==> config.mk <==
export PLATFORM = sky130hd
export DESIGN_NAME = clock_calendar_counter
export DESIGN_NICKNAME = d
export VERILOG_FILES = /design/src/hdl/ccc_pkg.sv /design/src/hdl/ccc_next.sv /design/src/hdl/clock_calendar_counter.sv
export SDC_FILE = /design/constraint.sdc
export NUM_CORES = 1
export LEC_CHECK = 0
export BUFFER_PORTS_ARGS = -buffer_cell sky130_fd_sc_hd__buf_2
export CELL_PAD_IN_SITES_DETAIL_PLACEMENT = 0
export CELL_PAD_IN_SITES_GLOBAL_PLACEMENT = 1
export CORE_MARGIN = 5
export CORE_UTILIZATION = 40
export CTS_CLUSTER_DIAMETER = 100
export CTS_CLUSTER_SIZE = 8
export DETAILED_ROUTE_END_ITERATION = 7
export PLACE_DENSITY_LB_ADDON = 0.1
export SLEW_MARGIN = 20
export SYNTH_ARGS = -nofsm -noshare
export SYNTH_HDL_FRONTEND = slang
export SYNTH_SLANG_ARGS = --single-unit
export TNS_END_PERCENT = 20
==> constraint.sdc <==
create_clock -name clock -period 11.5 [get_ports clock]
set_clock_uncertainty 0.2 [all_clocks]
set_input_delay 0 -clock clock [delete_from_list [all_inputs] [get_ports clock]]
set_output_delay 0 -clock clock [all_outputs]
set_load 0.01 [all_outputs]
==> src/hdl/ccc_pkg.sv <==
`timescale 1ns / 1ps
// ----------------------------------------------------------------------------
// Clock calendar package
// Shared types, codes and the weekday arithmetic of the clock calendar counter.
// ----------------------------------------------------------------------------
package ccc_pkg;

   localparam int unsigned TicksWidth = 16;
   localparam logic [TicksWidth-1:0] TicksReset = 16'd1000;

   typedef enum logic [1:0] {
      MODE_RUN   = 2'd0,
      MODE_PAUSE = 2'd1,
      MODE_DOWN  = 2'd2
   } mode_type;

   localparam logic CMD_TICK = 1'b0;
   localparam logic CMD_KEY  = 1'b1;

   localparam logic [4:0] KEY_YEAR   = 5'd1;
   localparam logic [4:0] KEY_MONTH  = 5'd2;
   localparam logic [4:0] KEY_DAY    = 5'd3;
   localparam logic [4:0] KEY_HOUR   = 5'd4;
   localparam logic [4:0] KEY_MINUTE = 5'd5;
   localparam logic [4:0] KEY_SECOND = 5'd6;
   localparam logic [4:0] KEY_CLEAR  = 5'd15;
   localparam logic [4:0] KEY_MODE   = 5'd16;

   typedef struct packed {
      logic [6:0] year;
      logic [3:0] month;
      logic [4:0] day;
      logic [4:0] hour;
      logic [5:0] minute;
      logic [5:0] second;
   } time_type;

   localparam time_type TimeReset = '{year: 7'd1, month: 4'd1, day: 5'd1,
                                      hour: 5'd0, minute: 6'd0, second: 6'd0};

   // Month term of the weekday formula: 26 * (month + 1) / 10.
   function automatic logic [5:0] month_term(input logic [3:0] month);
      logic [5:0] term;
      case (month)
         4'd0:    term = 6'd2;
         4'd1:    term = 6'd5;
         4'd2:    term = 6'd7;
         4'd3:    term = 6'd10;
         4'd4:    term = 6'd13;
         4'd5:    term = 6'd15;
         4'd6:    term = 6'd18;
         4'd7:    term = 6'd20;
         4'd8:    term = 6'd23;
         4'd9:    term = 6'd26;
         4'd10:   term = 6'd28;
         4'd11:   term = 6'd31;
         4'd12:   term = 6'd33;
         4'd13:   term = 6'd36;
         4'd14:   term = 6'd39;
         default: term = 6'd41;
      endcase
      return term;
   endfunction

   // The offset of minus 36 is raised by 42 so the sum stays non-negative
   // without changing its residue modulo 7. The residue is then folded in
   // octal digits, since 8 is 1 modulo 7.
   function automatic logic [2:0] weekday(input time_type t);
      logic [7:0] sum;
      logic [4:0] fold1;
      logic [3:0] fold2;
      logic [2:0] result;
      sum = 8'(t.year) + 8'(t.year[6:2]) + 8'(month_term(t.month)) + 8'(t.day) + 8'd6;
      fold1 = 5'(sum[7:6]) + 5'(sum[5:3]) + 5'(sum[2:0]);
      fold2 = 4'(fold1[4:3]) + 4'(fold1[2:0]);
      if (fold2 >= 4'd7) begin
         result = 3'(fold2 - 4'd7);
      end else begin
         result = fold2[2:0];
      end
      return result;
   endfunction

endpackage

==> src/hdl/ccc_next.sv <==
`timescale 1ns / 1ps
// ----------------------------------------------------------------------------
// Clock calendar next state
// Prescaler, carry and borrow chains, key handling and mode stepping for one
// tick or key transfer.
// ----------------------------------------------------------------------------
module ccc_next
   import ccc_pkg::*;
(
   input  time_type                cur_time,
   input  mode_type                cur_mode,
   input  logic [TicksWidth-1:0]   cur_prescale,
   input  logic [TicksWidth-1:0]   ticks_per_second,
   input  logic                    command,
   input  logic [4:0]              key_code,
   output time_type                nxt_time,
   output mode_type                nxt_mode,
   output logic [TicksWidth-1:0]   nxt_prescale
);

   logic [TicksWidth-1:0] prescale_inc;
   logic                  is_tick;
   logic                  is_key;
   logic                  second_event;
   logic                  key_edit;
   logic                  up_sec, up_min, up_hour, up_day, up_month, up_year;
   logic                  wrap_sec, wrap_min, wrap_hour, wrap_day, wrap_month;
   logic                  dn_sec, dn_min, dn_hour, dn_day, dn_month, dn_year;
   time_type              up_time;
   time_type              dn_time;

   assign is_tick      = (command == CMD_TICK);
   assign is_key       = (command == CMD_KEY);
   assign prescale_inc = cur_prescale + 1'b1;
   assign second_event = is_tick && (prescale_inc >= ticks_per_second);
   assign nxt_prescale = !is_tick ? cur_prescale : (second_event ? '0 : prescale_inc);

   assign key_edit = is_key && (cur_mode == MODE_RUN || cur_mode == MODE_PAUSE);

   assign up_sec   = (second_event && cur_mode == MODE_RUN)
                     || (key_edit && key_code == KEY_SECOND);
   assign wrap_sec = up_sec && cur_time.second == 6'd59;
   assign up_min   = wrap_sec || (key_edit && key_code == KEY_MINUTE);
   assign wrap_min = up_min && cur_time.minute == 6'd59;
   assign up_hour  = wrap_min || (key_edit && key_code == KEY_HOUR);
   assign wrap_hour = up_hour && cur_time.hour == 5'd23;
   assign up_day   = wrap_hour || (key_edit && key_code == KEY_DAY);
   assign wrap_day = up_day && cur_time.day == 5'd30;
   assign up_month = wrap_day || (key_edit && key_code == KEY_MONTH);
   assign wrap_month = up_month && cur_time.month == 4'd12;
   assign up_year  = wrap_month || (key_edit && key_code == KEY_YEAR);

   always_comb begin
      up_time = cur_time;
      if (up_sec) begin
         up_time.second = wrap_sec ? 6'd0 : cur_time.second + 6'd1;
      end
      if (up_min) begin
         up_time.minute = wrap_min ? 6'd0 : cur_time.minute + 6'd1;
      end
      if (up_hour) begin
         up_time.hour = wrap_hour ? 5'd0 : cur_time.hour + 5'd1;
      end
      if (up_day) begin
         up_time.day = wrap_day ? 5'd1 : cur_time.day + 5'd1;
      end
      if (up_month) begin
         up_time.month = wrap_month ? 4'd1 : cur_time.month + 4'd1;
      end
      if (up_year) begin
         up_time.year = (cur_time.year == 7'd99) ? 7'd0 : cur_time.year + 7'd1;
      end
   end

   assign dn_sec   = second_event && cur_mode == MODE_DOWN;
   assign dn_min   = dn_sec && cur_time.second == 6'd0;
   assign dn_hour  = dn_min && cur_time.minute == 6'd0;
   assign dn_day   = dn_hour && cur_time.hour == 5'd0;
   assign dn_month = dn_day && cur_time.day <= 5'd1;
   assign dn_year  = dn_month && cur_time.month <= 4'd1;

   always_comb begin
      dn_time = cur_time;
      if (dn_sec) begin
         dn_time.second = (cur_time.second == 6'd0) ? 6'd59 : cur_time.second - 6'd1;
      end
      if (dn_min) begin
         dn_time.minute = (cur_time.minute == 6'd0) ? 6'd59 : cur_time.minute - 6'd1;
      end
      if (dn_hour) begin
         dn_time.hour = (cur_time.hour == 5'd0) ? 5'd23 : cur_time.hour - 5'd1;
      end
      if (dn_day) begin
         dn_time.day = (cur_time.day <= 5'd1) ? 5'd30 : cur_time.day - 5'd1;
      end
      if (dn_month) begin
         dn_time.month = (cur_time.month <= 4'd1) ? 4'd12 : cur_time.month - 4'd1;
      end
      if (dn_year) begin
         dn_time.year = (cur_time.year == 7'd0) ? 7'd99 : cur_time.year - 7'd1;
      end
   end

   always_comb begin
      if (is_key && key_code == KEY_CLEAR) begin
         nxt_time = TimeReset;
      end else if (dn_sec) begin
         nxt_time = dn_time;
      end else begin
         nxt_time = up_time;
      end
   end

   always_comb begin
      nxt_mode = cur_mode;
      if (is_key && key_code == KEY_MODE) begin
         unique case (cur_mode)
            MODE_RUN:   nxt_mode = MODE_PAUSE;
            MODE_PAUSE: nxt_mode = MODE_DOWN;
            default:    nxt_mode = MODE_RUN;
         endcase
      end
   end

endmodule

==> src/hdl/clock_calendar_counter.sv <==
`timescale 1ns / 1ps
// ----------------------------------------------------------------------------
// Clock calendar counter
// Real-time clock and calendar with thirty-day months, a pause mode and a
// countdown mode, driven by tick and key transfers.
// ----------------------------------------------------------------------------
// Pipeline: a request is held in the request register until the result register can
// load; its result is then registered and transfers while rsp_stall is low.
// Throughput: one request per cycle while rsp_stall is low; the calendar update for one
// request is combinational between the request register and the result register.
// Reset: synchronous; the calendar goes to 01-01-01 00:00:00, mode to running,
// the prescaler to zero and ticks_per_second to 1000.
module clock_calendar_counter
   import ccc_pkg::*;
(
   input  logic                  clock,
   input  logic                  reset,
   input  logic                  req_valid,
   output logic                  req_stall,
   input  logic                  req_command,
   input  logic [4:0]            req_key_code,
   output logic                  rsp_valid,
   input  logic                  rsp_stall,
   output logic [5:0]            rsp_seconds_now,
   output logic [5:0]            rsp_minutes_now,
   output logic [4:0]            rsp_hours_now,
   output logic [4:0]            rsp_day_now,
   output logic [3:0]            rsp_month_now,
   output logic [6:0]            rsp_year_now,
   output logic [2:0]            rsp_weekday_now,
   output logic [1:0]            rsp_mode_now,
   output logic                  rsp_odd_second,
   input  logic                  csr_valid,
   output logic                  csr_ready,
   input  logic [TicksWidth-1:0] csr_ticks_per_second
);

   logic                  in_valid_ff;
   logic                  in_command_ff;
   logic [4:0]            in_key_ff;
   time_type              time_ff;
   time_type              time_in;
   mode_type              mode_ff;
   mode_type              mode_in;
   logic [TicksWidth-1:0] prescale_ff;
   logic [TicksWidth-1:0] prescale_in;
   logic [TicksWidth-1:0] tps_ff;
   logic                  rsp_valid_ff;
   time_type              rsp_time_ff;
   logic [2:0]            rsp_weekday_ff;
   mode_type              rsp_mode_ff;
   logic                  rsp_load;
   logic                  step;
   logic                  req_take;

   ccc_next u_next (
      .cur_time         (time_ff),
      .cur_mode         (mode_ff),
      .cur_prescale     (prescale_ff),
      .ticks_per_second (tps_ff),
      .command          (in_command_ff),
      .key_code         (in_key_ff),
      .nxt_time         (time_in),
      .nxt_mode         (mode_in),
      .nxt_prescale     (prescale_in)
   );

   assign rsp_load  = !rsp_valid_ff || !rsp_stall;
   assign step      = in_valid_ff && rsp_load;
   assign req_stall = in_valid_ff && !rsp_load;
   assign req_take  = req_valid && !req_stall;
   assign csr_ready = 1'b1;

   always_ff @(posedge clock) begin
      if (reset) begin
         in_valid_ff  <= 1'b0;
         rsp_valid_ff <= 1'b0;
         time_ff      <= TimeReset;
         mode_ff      <= MODE_RUN;
         prescale_ff  <= '0;
         tps_ff       <= TicksReset;
      end else begin
         if (req_take) begin
            in_valid_ff <= 1'b1;
         end else if (step) begin
            in_valid_ff <= 1'b0;
         end
         if (rsp_load) begin
            rsp_valid_ff <= in_valid_ff;
         end
         if (step) begin
            time_ff     <= time_in;
            mode_ff     <= mode_in;
            prescale_ff <= prescale_in;
         end
         if (csr_valid && csr_ready) begin
            tps_ff <= csr_ticks_per_second;
         end
      end
   end

   always_ff @(posedge clock) begin
      if (req_take) begin
         in_command_ff <= req_command;
         in_key_ff     <= req_key_code;
      end
      if (step) begin
         rsp_time_ff    <= time_in;
         rsp_weekday_ff <= weekday(time_in);
         rsp_mode_ff    <= mode_in;
      end
   end

   assign rsp_valid       = rsp_valid_ff;
   assign rsp_seconds_now = rsp_time_ff.second;
   assign rsp_minutes_now = rsp_time_ff.minute;
   assign rsp_hours_now   = rsp_time_ff.hour;
   assign rsp_day_now     = rsp_time_ff.day;
   assign rsp_month_now   = rsp_time_ff.month;
   assign rsp_year_now    = rsp_time_ff.year;
   assign rsp_weekday_now = rsp_weekday_ff;
   assign rsp_mode_now    = rsp_mode_ff;
   assign rsp_odd_second  = rsp_time_ff.second[0];

   a_stall_needs_item: assert property (@(posedge clock) disable iff (reset)
      req_stall |-> in_valid_ff)
      else $error("request stalled with an empty request register");

   a_step_gives_result: assert property (@(posedge clock) disable iff (reset)
      step |=> rsp_valid_ff)
      else $error("processed request did not produce a result");

   a_time_in_range: assert property (@(posedge clock) disable iff (reset)
      time_ff.second < 6'd60 && time_ff.minute < 6'd60 && time_ff.hour < 5'd24
      && time_ff.year < 7'd100)
      else $error("time of day or year out of range");

   a_date_in_range: assert property (@(posedge clock) disable iff (reset)
      time_ff.day >= 5'd1 && time_ff.day <= 5'd30
      && time_ff.month >= 4'd1 && time_ff.month <= 4'd12)
      else $error("day or month out of range");

   a_weekday_range: assert property (@(posedge clock) disable iff (reset)
      rsp_valid_ff |-> rsp_weekday_ff < 3'd7)
      else $error("weekday out of range");

endmodule
=== Yosys cells after proc, flatten, opt, wreduce, memory -nomap -nowiden ===
Memories as Yosys holds them, arrays and structs flattened.
Cells that the tools add are included.

* Bits of input ports: 27
* Flip-flop bits (word level): 113
* Memory bits (read-only): 96
* Memories: 1
* Output and inout port bits: 42
* Logic and storage cells: 140

{| class="wikitable"
|+ Memories
! memory !! depth !! bits a word !! rd ports !! clocked after memory_dff !! wr ports !! line !! text
|-
| (no name shown) || 16 || 6 || 1 || 0 || 0 || ccc_pkg.sv:44 || <nowiki>case (month)</nowiki>
|}

* Multiplexer cells: 32
* Order comparisons: 4
* Equal/unequal tests: 16
* Reductions and logical operators: 44
* Add/sub/neg operators: 21
* Bitwise gates (word level): 1

{| class="wikitable"
|+ Operator list
! operator !! count
|-
| 33-bit 2-to-1 mux || 2
|-
| 6-bit 2-to-1 mux || 8
|-
| 5-bit 2-to-1 mux || 8
|-
| 7-bit 2-to-1 mux || 4
|-
| 1-bit logical AND || 25
|-
| 16-bit by 1-bit adder with 16-bit output (second input constant) || 1
|-
| 16-bit >= comparator || 1
|-
| 16-bit 2-to-1 mux || 1
|-
| 4-bit 2-to-1 mux || 4
|-
| 5-bit by 3-bit equality test with 1-bit output (second input constant) || 3
|-
| 5-bit equality test (second input constant) || 3
|-
| 6-bit by 1-bit adder with 6-bit output (second input constant) || 2
|-
| 6-bit equality test (second input constant) || 2
|-
| 6-bit zero test || 2
|-
| 6-bit by 1-bit subtractor with 6-bit output (second input constant) || 2
|-
| 5-bit by 1-bit adder with 5-bit output (second input constant) || 2
|-
| 5-bit by 2-bit equality test with 1-bit output (second input constant) || 2
|-
| 5-bit by 1-bit subtractor with 5-bit output (second input constant) || 2
|-
| 2-bit by 3-bit adder with 4-bit output || 2
|-
| 7-bit by 5-bit adder with 8-bit output || 1
|-
| 8-bit by 3-bit adder with 8-bit output (second input constant) || 1
|-
| 8-bit by 5-bit adder with 8-bit output || 1
|-
| 8-bit by 6-bit adder with 8-bit output || 1
|-
| 1-bit logical OR || 8
|-
| 26 further kinds || 30
|}

=== Longest topological paths before layout ===
Gate-level depths: netlist of run 1.
An unclocked memory read counts as a cell.

* Depth after elaboration: 28
* Gate-level depth with buffers: 46
* Mapped depth without buffers: 44

=== Hierarchy ===
A second synthesis of run 1 with hierarchy kept.

* Cell total of the unflattened synthesis: 977
* Area total of the unflattened synthesis: 8023.9 sq um

{| class="wikitable"
|+ By module, submodules not included
! module !! cells an instance !! instances !! seq. area each (sq um) !! area an instance (sq um)
|-
| clock_calendar_counter || 452 || 1 || 2702.6 || 4767.1
|-
| ccc_next || 525 || 1 || 0.0 || 3256.9
|}

=== Worst setup path after synthesis of run 1 ===
No wires, ideal clock.

* Path type: register to register
* Start point: reg prescale_ff[0]
* End point: reg rsp_weekday_ff[0], in the netlist rsp_weekday_now[0] (data pin)
* Arrival: 9011 ps
* Stages on the path, launching flop included: 42
* Slack: 2030 ps
* Library setup time: 259 ps
* Required time: 11041 ps
* Buffers on the path: 2
* Clock period less this slack: 9470 ps
* Cells stage by stage: dfxtp_1 -> ha_1 -> and3_1 -> and3_1 -> and3_1 -> and3_1 -> nand3_1 -> xnor2_1 -> ha_1 -> nand4_1 -> or4b_1 -> o32a_1 -> buf_6 -> a21o_1 -> clkbuf_1 -> nor3_1 -> a21oi_1 -> o22ai_1 -> (+6 left out) -> a21o_1 -> a21oi_1 -> o21bai_1 -> a21oi_1 -> xor2_1 -> fa_1 -> inv_1 -> ha_1 -> inv_1 -> fa_1 -> xnor2_1 -> ha_1 -> inv_1 -> fa_1 -> inv_1 -> ha_1 -> a21o_1 -> xor2_1

* Word-level cells in the longest chain between the ends: 28
* Elaborated cells on any way between the ends: 43

{| class="wikitable"
|+ Ends and longest elaborated chain
! item !! line !! text
|-
| start: declaration || clock_calendar_counter.sv:45 || <nowiki>logic [TicksWidth-1:0] prescale_ff;</nowiki>
|-
| start signal: assignment || clock_calendar_counter.sv:94 || <nowiki>prescale_ff <= prescale_in;</nowiki>
|-
| 16-bit by 1-bit adder with 16-bit output * || ccc_next.sv:34 || <nowiki>assign prescale_inc = cur_prescale + 1'b1;</nowiki>
|-
| 16-bit >= comparator * || ccc_next.sv:35 || <nowiki>assign second_event = is_tick && (prescale_inc >= ticks_per_second);</nowiki>
|-
| 1-bit logical AND * || ccc_next.sv:35 ||
|-
| 1-bit logical AND || ccc_next.sv:40 || <nowiki>assign up_sec = (second_event && cur_mode == MODE_RUN)</nowiki>
|-
| 1-bit logical OR || ccc_next.sv:41 || <nowiki>|| (key_edit && key_code == KEY_SECOND);</nowiki>
|-
| 1-bit logical AND || ccc_next.sv:42 || <nowiki>assign wrap_sec = up_sec && cur_time.second == 6'd59;</nowiki>
|-
| 1-bit logical OR || ccc_next.sv:43 || <nowiki>assign up_min = wrap_sec || (key_edit && key_code == KEY_MINUTE);</nowiki>
|-
| 1-bit logical AND || ccc_next.sv:44 || <nowiki>assign wrap_min = up_min && cur_time.minute == 6'd59;</nowiki>
|-
| (+12 left out) || -- ||
|-
| 8-bit by 6-bit adder with 8-bit output || ccc_pkg.sv:73 || <nowiki>sum = 8'(t.year) + 8'(t.year[6:2]) + 8'(month_term(t.month)) + 8'(t.day) + 8'd6;</nowiki>
|-
| 8-bit by 5-bit adder with 8-bit output * || ccc_pkg.sv:73 ||
|-
| 8-bit by 3-bit adder with 8-bit output * || ccc_pkg.sv:73 ||
|-
| 2-bit by 3-bit adder with 4-bit output || ccc_pkg.sv:74 || <nowiki>fold1 = 5'(sum[7:6]) + 5'(sum[5:3]) + 5'(sum[2:0]);</nowiki>
|-
| 4-bit by 3-bit adder with 5-bit output * || ccc_pkg.sv:74 ||
|-
| 2-bit by 3-bit adder with 4-bit output * || ccc_pkg.sv:75 || <nowiki>fold2 = 4'(fold1[4:3]) + 4'(fold1[2:0]);</nowiki>
|-
| 4-bit by 3-bit >= comparator with 1-bit output or 3-bit subtractor (tied branches) || ccc_pkg.sv:76, ccc_pkg.sv:77 ||
|-
| 3-bit 2-to-1 mux * || ccc_pkg.sv:76 || <nowiki>if (fold2 >= 4'd7) begin</nowiki>
|-
| end signal: assignment || clock_calendar_counter.sv:109 || <nowiki>rsp_weekday_ff <= weekday(time_in);</nowiki>
|-
| end: declaration || clock_calendar_counter.sv:50 || <nowiki>logic [2:0] rsp_weekday_ff;</nowiki>
|}

Every way passes the cells marked *; elsewhere a longest branch is shown, timed or not. The select of a mux whose other input is x is not followed.
A chain may end at the register's enable or synchronous reset.

==> results of run 1 <==
==> per-stage QoR <==
stage	setup WS (ns)	hold slack [ns]	area, sq um	util
finish	0.944	0.0848	9870	0.486
global placement	1.30	-0.0219	8810	0.434
global route	0.248	0.0922	9870	0.486
detailed placement	1.05	-0.0219	8810	0.434
floorplan	2.03	-0.101	8300	-
CTS	0.999	0.0771	9870	0.486
==> flip-flops by register name (all words and copies together) (netlist names) <==
register and flops:
rsp_year_now 7, rsp_weekday_now 3, rsp_seconds_now 6, rsp_mode_now 2, tps_ff 16, prescale_ff 16
rsp_minutes_now 6, rsp_valid 1, rsp_day_now 5, in_valid_ff 1, time_ff 33, in_key_ff 5
mode_ff 2, in_command_ff 1, rsp_hours_now 5, rsp_month_now 4
==> power groups by stage <==
stage	registers, mW	clock network [mW]	logic, mW
after floorplan	0.454	0	0.102
after global placement	0.452	0	0.147
after detailed placement	0.452	0	0.148
after CTS	0.443	0.517	0.164
after global routing	0.446	0.536	0.187
final	0.443	0.508	0.163
==> metal layers <==
layer	vias to the layer above	GRT usage	part of all wire
met5	-	0	0
li1	3747	-	-
met3	26	0.0284	0.056
met4	0	0.0534	0.013
met1	3487	0.299	0.49
met2	212	0.298	0.44
==> placed cells by master (no fill, tap or decap), types with 9 or more instances in the layout <==
cell and count:
sky130_fd_sc_hd__ha_1 56, sky130_fd_sc_hd__a21o_1 10, sky130_fd_sc_hd__mux2i_1 15, sky130_fd_sc_hd__nand4_1 13, sky130_fd_sc_hd__buf_4 15, sky130_fd_sc_hd__xor2_1 15, sky130_fd_sc_hd__a31oi_1 14, sky130_fd_sc_hd__a21oi_1 64
sky130_fd_sc_hd__edfxtp_1 44, sky130_fd_sc_hd__dfxtp_1 69, sky130_fd_sc_hd__buf_2 67, sky130_fd_sc_hd__nor3_1 34, sky130_fd_sc_hd__o21ai_0 50, sky130_fd_sc_hd__dlygate4sd3_1 50, sky130_fd_sc_hd__fa_1 15, sky130_fd_sc_hd__and3_1 22
sky130_fd_sc_hd__nand3_1 39, sky130_fd_sc_hd__o31ai_1 9, sky130_fd_sc_hd__nor2_1 78, sky130_fd_sc_hd__inv_1 70, sky130_fd_sc_hd__xnor2_1 14, sky130_fd_sc_hd__nand2_1 95, sky130_fd_sc_hd__o211ai_1 14, sky130_fd_sc_hd__or2_2 9
sky130_fd_sc_hd__a211oi_1 9, sky130_fd_sc_hd__clkbuf_16 17
==> worst max-delay path by stage <==
| stage | from | end | cells past startpoint |
|---|---|---|---|
| global route | prescale_ff[0] | rsp_weekday_now[0] | 39 |
| detailed placement | prescale_ff[0] | rsp_weekday_now[0] | 39 |
| global placement | prescale_ff[0] | rsp_weekday_now[0] | 39 |
| floorplan | prescale_ff[0] | rsp_weekday_now[0] | 41 |
| finish | prescale_ff[0] | rsp_weekday_now[0] | 39 |
| CTS | prescale_ff[0] | rsp_weekday_now[0] | 39 |
==> worst max-delay path, delay by kind of cell (launching register included) <==
kind | cells | cell delay [ns]
fa+ha+maj | 12 | 3.72
xor+xnor | 4 | 0.66
simple gates | 8 | 2.08
flops | 1 | 0.40
buf+inv | 5 | 0.35
compound gates | 10 | 2.88
==> Yosys cell counts (4+ instances only) <==
master	instances	area (sq um)
sky130_fd_sc_hd__nor2b_1	8	50.1
sky130_fd_sc_hd__nand2_1	95	357
sky130_fd_sc_hd__a221oi_1	5	43.8
sky130_fd_sc_hd__a211oi_1	9	67.6
sky130_fd_sc_hd__nand4_1	13	81.3
sky130_fd_sc_hd__or4_1	8	60.1
sky130_fd_sc_hd__a22oi_1	4	30.0
sky130_fd_sc_hd__nor3_1	34	170
sky130_fd_sc_hd__clkbuf_1	42	158
sky130_fd_sc_hd__xnor2_1	14	123
sky130_fd_sc_hd__a32oi_1	4	35.0
sky130_fd_sc_hd__mux2i_1	15	150
sky130_fd_sc_hd__inv_1	70	263
sky130_fd_sc_hd__xor2_1	15	131
sky130_fd_sc_hd__dfxtp_1	69	1380
sky130_fd_sc_hd__o22ai_1	4	25.0
sky130_fd_sc_hd__edfxtp_1	44	1320
sky130_fd_sc_hd__or2_2	9	56.3
sky130_fd_sc_hd__ha_1	56	701
sky130_fd_sc_hd__o41ai_1	4	35.0
sky130_fd_sc_hd__o21ai_0	50	250
sky130_fd_sc_hd__nand3b_1	8	60.1
sky130_fd_sc_hd__nor4_1	8	50.1
sky130_fd_sc_hd__o31ai_1	9	67.6
sky130_fd_sc_hd__nand3_1	39	195
sky130_fd_sc_hd__nand2b_1	5	31.3
sky130_fd_sc_hd__a21o_1	10	75.1
sky130_fd_sc_hd__o21a_1	5	37.5
sky130_fd_sc_hd__buf_1	5	18.8
sky130_fd_sc_hd__nor2_1	78	293
sky130_fd_sc_hd__o211ai_1	14	105
sky130_fd_sc_hd__and2_1	6	37.5
sky130_fd_sc_hd__a21oi_1	64	320
sky130_fd_sc_hd__o31a_1	5	43.8
sky130_fd_sc_hd__or3_1	8	50.1
sky130_fd_sc_hd__buf_2	9	45.0
sky130_fd_sc_hd__fa_1	15	300
sky130_fd_sc_hd__a31oi_1	14	87.6
sky130_fd_sc_hd__and3_1	22	138
==> cell type report <==
cell class | instances | area (sq um)
Fill cell | 2009 | 10400
Multi-Input combinational cell | 736 | 5050
Tap cell | 270 | 338
Clock buffer | 19 | 453
Timing Repair Buffer | 132 | 948
Inverter | 71 | 267
Clock inverter | 13 | 109
Sequential cell | 113 | 2700
==> repair_timing <==
action                                  CTS  global route
endpoints found under the setup margin    0             0
endpoints found under the hold margin    33             0
hold buffers                             50             0
==> kinds of logic (layout without fill, tap and decap cells) <==
family / count (synthesis) / count (layout) / share of synthesized area
DFF: 113 / 113 / 0.326
xor gates and xnor gates: 29 / 29 / 0.0306
muxes: 18 / 18 / 0.0222
and+or+nand+nor: 365 / 365 / 0.224
AOI/OAI and AO/OA: 252 / 252 / 0.211
adders and majority gates: 71 / 71 / 0.121
other: 1 / 1 / 0.000452
buffers and inverters: 133 / 235 / 0.0653
==> run summary, run 1 <==
The max capacitance violation total came out at 0. The top fanout value on the critical path is 26, and the unique cell type count in the Yosys netlist is 95. Type of the most critical hold path: in2reg.

Before antenna repair, the detailed router went through 5 iterations. The proportion of synthesized flip-flops having asynchronous set or reset was 0. The run finished with clean final reports. Internal power comes to 0.813 mW. In the routed layout, each cell is associated on average with a via count of 5.52. Summed over all layers, the global routing overflow is 0. The maximum operating frequency was 94.7 MHz; the count of final hold-check violations was 0.

The tools report the setup fix buffers added after clock tree synthesis as 0. Launch instance of the worst min-delay path: req_key_code[4]. The synthesized design contains 44 enable-type register cells. The launch instance of the worst register-to-register path was prescale_ff[0].

The final period utilization is 0.918, and the number of placed cells counting well taps is 1272. The total negative slack is 0 ns, and the mean routed wirelength per cell is 17.2 microns. In this run the number of H-tree levels came out at 4.

The logs give 0 for the initial antenna violation count and 0 for the number of gates resized after cts. The logs give 1169 for the net total in the final layout and 0 for the total setup violations reported at the end of the flow. The number of clock sinks came out at 113.

In this design, the critical path's most frequently occurring cell is sky130_fd_sc_hd__ha_1. The die boundary width is 154 microns, and the synthesized area per cell is 8.45 sq um. The floorplan has 52 rows.

The tools report the nature of the critical path startpoint as a flop. The mapped netlist covers 8300 sq um. After the flow finishes, the layout carries non-filler instances totaling 1354.

For the peak ir drop on the vdd network, the log shows 91.0 uV. The number of antenna diodes in the final layout is 0. Combinational cell fraction of total power: 0.146. The first global-routing pass estimated 38500 microns of wire. In this run, CTS created clock tree buffers numbering 17. For the worst setup path, the data arrival time is 10.52 ns.

On the worst path, the slowest cell contributes a delay of 0.60 ns. In this run the power density over the cells is 113 nW/um^2. Setup repair after global routing left no endpoint under its margin.

The weighted congestion reported at the end of routability-driven placement is 0.851, and the chip height is 154 microns. For the clock share of power, the log shows 0.456. After clock tree synthesis, the clock-pin slew on the worst setup and hold paths is 0.06 ns. The tools report the post-route antenna net violation count as 0.

For the number of warnings reported in the yosys synthesis log, the log shows 0. Summed over all nets, the switching power comes to 0.301 mW. The core region is 20300 sq um. CTS placed an instance of sky130_fd_sc_hd__clkbuf_16 at the clock tree root. The die covers 23700 sq um. The register bit count reported by yosys came out at 113. The count of port buffers added during placement works out to 67. The aggregate routed wire length was 23300 microns; the synthesis-to-finish area growth was 19.0%. Counting I/O delays and the setup requirement, the final critical path takes 10.56 ns. The tools report the required time reported for the critical path endpoint as 11.46 ns.

The instance count of the mapped netlist is 982, and the final HPWL from detailed placement is 16200 microns. The via count of the first global-routing pass is 7101. The tools report the first-iteration detailed-routing DRC count as 572.

The starting utilization of the core area is 0.409, and the number of top-level pins is 69. For the global routing usage summed across all routing layers, the log shows 0.199. The share of post-route cells with drive strength above 1 was 0.140; the total power was 1.11 mW. The longest clock path from root to sink contains 2 buffers. The setup slack of the worst register-to-register path was 0.94 ns; the leakage power figure was 4.06 nW.

The tools report the kind of end point of the critical path as a flop. The measured slew at the worst slew-check pin is 0.996 ns. Portion of total power attributed to sequential cells: 0.398. Entering global routing, the biggest net connects 50 pins.

Number of instances on the worst hold path: 2. Clock latency on the worst-skew pair, taken at its later pin, is 0.42 ns. The setup path with the least slack is of type reg2reg.

The worst register-to-register path ends at rsp_weekday_now[0]. Counting cells, the worst reg-to-reg path comes to 39. TritonCTS built the clock tree. End of the worst hold path: in_key_ff[4].

The tools report the worst max-slew margin expressed relative to the limit as 0.336. The final route contains 7472 vias. Synthesis produced a netlist with a net count of 1080. The slowest cell on the critical path was sky130_fd_sc_hd__a21o_1. For this run, design rule violations remaining after detail routing come to 0. The fraction of power spent switching nets is 0.271. For the part of the Yosys area used for sequential elements, the log shows 0.326.

The run gives 0 as the number of max-slew violations in the final report. The most used flip-flop cell after synthesis is sky130_fd_sc_hd__dfxtp_1.
Power figures use the tool's default switching activity.
==> run 2, diff against run 1 <==
--- a/config.mk
+++ b/config.mk
@@ -13,6 +13,7 @@
 export CTS_CLUSTER_DIAMETER = 100
 export CTS_CLUSTER_SIZE = 8
 export DETAILED_ROUTE_END_ITERATION = 7
+export GPL_TIMING_DRIVEN = 0
 export PLACE_DENSITY_LB_ADDON = 0.1
 export SLEW_MARGIN = 20
 export SYNTH_ARGS = -nofsm -noshare
==> run summary, run 2 (synthesized netlist as in run 1, its figures left out) <==
The run finished with clean final reports. The type of the most critical hold path is in2reg (unchanged). The chip height works out to 154 microns (unchanged). The maximum single-stage delay on the critical path is 0.56 ns (was 0.60 ns).

The run gives 48 (was 50) as the largest net degree at the start of global routing. The die boundary width is 154 microns (unchanged). Most frequent cell on the critical path: sky130_fd_sc_hd__ha_1 (unchanged). The setup slack of the worst register-to-register path was 0.64 ns (was 0.94 ns); the final period demand of the worst path was 10.86 ns (was 10.56 ns). The ratio of total power to cell area came out at 118 nW/um^2 (was 113 nW/um^2). The synthesis-to-finish area growth came out at 20.8% (was 19.0%). Top fanout value on the critical path: 9 (was 26). The tools report the antenna diode count as 0 (unchanged). The number of max-slew violations in the final report was 0 (unchanged). The fraction of power spent switching nets came out at 0.257 (was 0.271).

Root buffer selected by CTS: sky130_fd_sc_hd__clkbuf_16 (unchanged). The run gives 0.42 ns (about the same) as the insertion delay to the later sink of the worst-skew pair. For the initial antenna violation count, the log shows 0 (unchanged).

Number of vias in the routed layout: 7713 (was 7472). For the worst hold margin, the log shows 0.0853 ns (was 0.0848 ns). The final period utilization was 0.944 (was 0.918); the total setup violations reported at the end of the flow was 0 (unchanged).

Register ranked first by flip-flop count: time_ff (unchanged). The tools report the TritonCTS buffer count as 17 (unchanged). The number of instances on the worst hold path came out at 2 (unchanged).

The aggregate routed wire length is 25500 microns (was 23300 microns), and the setup fix buffers added after clock tree synthesis is 0 (unchanged). The number of clock sinks is 113 (unchanged), and the flip-flop count of the largest register, all copies and words added is 33 (unchanged). The tools report the site row count as 52 (unchanged). The logs give 4.13 nW (was 4.06 nW) for the leakage power figure and 0.489 (was 0.456) for the clock share of power. The max capacitance violation total is 0 (unchanged), and the count of port buffers added during placement is 66 (was 67).

The tools report the via count of the first global-routing pass as 7315 (was 7101). Type of the worst setup path: reg2reg (unchanged). The net total in the final layout is 1203 (was 1169). The remaining routing DRC violations was 0 (unchanged).

The total negative slack was 0 ns (unchanged); the global routing usage summed across all routing layers was 0.216 (was 0.199). The count of final hold-check violations was 0 (unchanged); the portion of total power attributed to sequential cells was 0.373 (was 0.398). Registers with the most flip-flops: time_ff (33), prescale_ff (16), tps_ff (16) (unchanged). CTS clock-pin slew for the worst setup and hold paths: 0.06 ns (about the same).

The switching power came out at 0.305 mW (was 0.301 mW). The run gives 92.1 MHz (was 94.7 MHz) as the maximum operating frequency. The via count normalized by instance count came out at 5.56 (was 5.52). Commonest non-fill, non-tap cells in the layout: sky130_fd_sc_hd__nand2_1, sky130_fd_sc_hd__nor2_1, sky130_fd_sc_hd__buf_2, sky130_fd_sc_hd__inv_1, sky130_fd_sc_hd__dfxtp_1 (was sky130_fd_sc_hd__nand2_1, sky130_fd_sc_hd__nor2_1, sky130_fd_sc_hd__inv_1, sky130_fd_sc_hd__dfxtp_1, sky130_fd_sc_hd__buf_2). The nature of the critical path startpoint is a flop (unchanged). The final instance area was 10000 sq um (was 9870 sq um); the depth of the worst register-to-register path was 41 (was 39).

The measured slew at the worst slew-check pin is 0.977 ns (was 0.996 ns), and the first-pass GRT wire length is 41000 microns (was 38500 microns). TritonCTS built the clock tree. The H-tree depth is 4 (unchanged), and the starting utilization of the core area is 0.409 (unchanged). The weighted congestion reported at the end of routability-driven placement is 0.892 (was 0.851). The post-layout utilization of the core is 0.494 (was 0.486). The smallest setup slack after layout was 0.641 ns (was 0.944 ns); the worst setup timing slack at the placement stage was 0.603 ns (was 1.05 ns).

The maximum clock path buffer count was 2 (unchanged). The first-iteration detailed-routing DRC count was 763 (was 572). The remaining global-route overflow was 0 (unchanged). Setup repair after global routing left no endpoint under its margin.

For the peak ir drop on the vdd network, the log shows 99.1 uV (was 91.0 uV). The share of post-route cells with drive strength above 1 works out to 0.139 (was 0.140). The post-route antenna net violation count came out at 0 (unchanged). The final HPWL from detailed placement is 18300 microns (was 16200 microns), and the instance area after placement is 8970 sq um (was 8810 sq um). The mean routed wirelength per cell is 18.4 microns (was 17.2 microns), and the worst max-slew margin expressed relative to the limit is 0.339 (was 0.336). The internal portion of total power was 0.881 mW (was 0.813 mW). The tools report the area of the die as 23700 sq um (unchanged). The combinational cell fraction of total power was 0.138 (was 0.146); the arrival time at the worst endpoint was 10.83 ns (was 10.52 ns). The kind of end point of the critical path was a flop (unchanged). Detailed-router iteration count before antenna repair: 5 (unchanged). The tools report the total core area as 20300 sq um (unchanged). The most common cell after layout, fill and taps aside is sky130_fd_sc_hd__nand2_1 (unchanged). The required time reported for the critical path endpoint came out at 11.47 ns (was 11.46 ns). Slowest cell on the critical path: sky130_fd_sc_hd__or4b_1 (was sky130_fd_sc_hd__a21o_1). The tools report the number of top-level pins as 69 (unchanged).
[run 2: final timing paths]
check                        to       startpoint
max          rsp_weekday_now[1]   prescale_ff[0]
min                in_key_ff[3]  req_key_code[3]
max reg2reg  rsp_weekday_now[1]   prescale_ff[0]
min reg2reg      prescale_ff[1]   prescale_ff[1]
[run 2: per-stage QoR]
step | total power, mW | std cells
after floorplan | 0.556 | 982
after global placement | 0.603 | 1318
after detailed placement | 0.602 | 1318
after CTS | 1.19 | 1388
after global routing | 1.23 | 1388
final | 1.19 | 1388
[run 2: cell type report]
cell class	instances	area, sq um
fillers	2001	10300
plain buffers	62	282
flip-flops and latches	113	2700
inverters	71	267
clock inverters	11	149
clock buffers	21	503
repair buffers	104	711
well taps	270	338
multi-input cells	736	5070
[run 2: power by group through the flow]
stage / Sequential (mW) / Combinational (mW) / Clock, mW
after floorplan: 0.454 / 0.102 / 0
after global placement: 0.451 / 0.152 / 0
after detailed placement: 0.451 / 0.151 / 0
after CTS: 0.442 / 0.163 / 0.587
after global routing: 0.445 / 0.184 / 0.605
final: 0.442 / 0.164 / 0.580
[run 2: timing repair]
item,CTS,global route
hold buffers,38,0
hold endpoints to repair,33,0
gates resized for setup,0,6
endpoints found under the setup margin,0,2
[run 2: worst max-delay path: cells and delay by family, from the launching register on]
family	cells	cell delay, ns
AOI/OAI and AO/OA	11	2.72
DFF	1	0.40
buffers and inverters	7	0.74
xor gates and xnor gates	3	0.58
adders and majority gates	11	3.55
and+or+nand+nor	9	2.41
[run 2: layer usage]
metal | track usage | wire length [microns]
met5 | 0 | 0
met4 | 0.0534 | 363
met3 | 0.0337 | 1360
met2 | 0.337 | 11500
met1 | 0.313 | 12300
==> run 3, diff against run 2 <==
--- a/config.mk
+++ b/config.mk
@@ -14,7 +14,8 @@
 export CTS_CLUSTER_SIZE = 8
 export DETAILED_ROUTE_END_ITERATION = 7
 export GPL_TIMING_DRIVEN = 0
-export PLACE_DENSITY_LB_ADDON = 0.1
+export PLACE_DENSITY_LB_ADDON = 0.05
+export REMOVE_ABC_BUFFERS = 1
 export SLEW_MARGIN = 20
 export SYNTH_ARGS = -nofsm -noshare
 export SYNTH_HDL_FRONTEND = slang
==> run summary, run 3 (synthesized netlist as in run 1, its figures left out) <==
The logs give 0.801 (was 0.892) for the weighted congestion reported at the end of routability-driven placement and 0.191 (was 0.216) for the global routing usage summed across all routing layers. The total setup violations reported at the end of the flow is 0 (unchanged), and the remaining routing DRC violations is 0 (unchanged). The root buffer selected by CTS was sky130_fd_sc_hd__clkbuf_16 (unchanged).

TritonCTS built the clock tree. The net total in the final layout came out at 1157 (was 1203). The required time reported for the critical path endpoint was 11.47 ns (about the same); the measured slew at the worst slew-check pin was 0.947 ns (was 0.977 ns). Flip-flop count of the largest register, all copies and words added: 33 (unchanged). The logs give 2 (unchanged) for the maximum clock path buffer count and 5100 sq um (was 5070 sq um) for the footprint of the multi-input gates. The CTS clock-pin slew for the worst setup and hold paths is 0.06 ns (about the same). The detailed-router iteration count before antenna repair is 5 (unchanged), and the worst max-slew margin expressed relative to the limit is 0.360 (was 0.339). The tools report the TritonCTS buffer count as 17 (unchanged).

The via count normalized by instance count was 5.53 (was 5.56); the number of filler cells placed in the layout was 2023 (was 2001). The post-route antenna net violation count was 0 (unchanged); the antenna diode count was 0 (unchanged). The logs give 94.3 uV (was 99.1 uV) for the peak ir drop on the vdd network and 0.42 ns (about the same) for the insertion delay to the later sink of the worst-skew pair. The maximum operating frequency is 93.3 MHz (was 92.1 MHz). The number of top-level pins was 69 (unchanged).

The nature of the critical path startpoint is a flop (unchanged). The tools report the kind of end point of the critical path as a flop (unchanged). The initial antenna violation count is 0 (unchanged), and the leakage power figure is 4.03 nW (was 4.13 nW).

The worst path buffer plus inverter count is 6 (was 7), and the total core area is 20300 sq um (unchanged). The site row count is 52 (unchanged), and the first-pass GRT wire length is 37100 microns (was 41000 microns). Setup repair after global routing left no endpoint under its margin. The register ranked first by flip-flop count is time_ff (unchanged). The logs give 0 ns (unchanged) for the total negative slack and 2700 sq um (unchanged) for the total area of sequential cells.

The type of the worst setup path was reg2reg (unchanged). Via count of the first global-routing pass: 7147 (was 7315). The aggregate routed wire length was 22800 microns (was 25500 microns). The starting utilization of the core area is 0.409 (unchanged). The count of port buffers added during placement works out to 67 (was 66). The remaining global-route overflow was 0 (unchanged). The chip height was 154 microns (unchanged). The tools report the first-iteration detailed-routing DRC count as 417 (was 763). The slowest cell on the critical path was sky130_fd_sc_hd__or4b_1 (unchanged). The most frequent cell on the critical path is sky130_fd_sc_hd__ha_1 (unchanged).

The maximum single-stage delay on the critical path is 0.57 ns (was 0.56 ns). The final period utilization came out at 0.932 (was 0.944). The tools report the H-tree depth as 4 (unchanged). Commonest non-fill, non-tap cells in the layout: sky130_fd_sc_hd__nand2_1, sky130_fd_sc_hd__nor2_1, sky130_fd_sc_hd__inv_1, sky130_fd_sc_hd__dfxtp_1, sky130_fd_sc_hd__buf_2 (was sky130_fd_sc_hd__nand2_1, sky130_fd_sc_hd__nor2_1, sky130_fd_sc_hd__buf_2, sky130_fd_sc_hd__inv_1, sky130_fd_sc_hd__dfxtp_1). Registers with the most flip-flops: time_ff (33), prescale_ff (16), tps_ff (16) (unchanged).

The synthesis-to-finish area growth came out at 19.0% (was 20.8%). The final HPWL from detailed placement was 15600 microns (was 18300 microns). Final instance area: 9870 sq um (was 10000 sq um).

The largest net degree at the start of global routing is 50 (was 48), and the area of the die is 23700 sq um (unchanged). The most common cell after layout, fill and taps aside was sky130_fd_sc_hd__nand2_1 (unchanged). For the max capacitance violation total, the log shows 0 (unchanged). The setup slack of the worst register-to-register path was 0.78 ns (was 0.64 ns); the mean routed wirelength per cell was 17.0 microns (was 18.4 microns).

The run gives 10.69 ns (was 10.83 ns) as the arrival time at the worst endpoint. The number of max-slew violations in the final report is 0 (unchanged). The share of post-route cells with drive strength above 1 is 0.140 (was 0.139), and the number of clock sinks is 113 (unchanged). The category of cells accounting for the largest share of critical-path delay is adder cells (unchanged).

The run finished with clean final reports. The tools report the worst hold margin as 0.100 ns (was 0.0853 ns). The instance area after placement was 8780 sq um (was 8970 sq um). Type of the most critical hold path: in2reg (unchanged). For the number of vias in the routed layout, the log shows 7421 (was 7713). The ratio of total power to cell area is 112 nW/um^2 (was 118 nW/um^2). The top fanout value on the critical path was 12 (was 9). Count of final hold-check violations: 0 (unchanged).

The die boundary width was 154 microns (unchanged); the final period demand of the worst path was 10.72 ns (was 10.86 ns). The total power came out at 1.11 mW (was 1.19 mW).
-- run 3: changes by cell type in the layout (fill, tap and decap cells not counted), sizes merged --
cell         previous run  this run
buf                    85        72
inv                    70        72
dlygate4sd3            38        48
clkbuf                 64        22
clkinv                  7         6
bufinv                  3         1
-- run 3: final timing paths --
check / from / endpoint / cells after the start
worst min-delay path: req_key_code[1] / in_key_ff[1] / 2
worst max register to register: prescale_ff[0] / rsp_weekday_now[0] / 40
worst min register to register: prescale_ff[1] / prescale_ff[1] / 2
worst max-delay path: prescale_ff[0] / rsp_weekday_now[0] / 40
-- run 3: timing repair --
action	in CTS	in global routing
hold buffers	47	1
resized for setup	0	3
setup endpoints to repair	0	3
endpoints found under the hold margin	30	36
setup buffers	0	1
-- run 3: through the flow --
step	setup WS, ns	util	std cells
after detailed placement	0.305	0.432	1260
after floorplan	1.80	-	920
after CTS	0.254	0.483	1339
after global routing	0.0100	0.486	1342
final	0.778	0.486	1342
after global placement	0.119	0.428	1257
-- run 3: cell type report --
class	instances	area share
multi-input cells	736	0.516
flip-flops and latches	113	0.274
repair buffers	120	0.0920
clock buffers	22	0.0480
well taps	270	0.0342
inverters	71	0.0271
clock inverters	10	0.00837
-- run 3: per-layer routing --
layer,track usage,up-vias,part of all wire
li1,-,3727,-
met1,0.269,3537,0.50
met2,0.307,142,0.46
met3,0.0334,15,0.037
met4,0.0450,0,0.010
met5,0,-,0
-- run 3: worst reg2reg max path, delay by kind of cell (launching register included) --
kind                     cells  cell delay (ns)
adder cells (fa/ha/maj)     12             4.04
AND/OR/NAND/NOR             10             2.66
AO/OA/AOI/OAI                8             2.01
XOR/XNOR                     4             0.67
buffers and inverters        6             0.47
flip-flops                   1             0.42
-- run 3: report_power, final --
part	switching, mW	internal, mW	total [mW]
Clock	0.188	0.312	0.500
Combinational	0.0914	0.0709	0.162
Sequential	0.00866	0.435	0.444
Total	0.288	0.818	1.11
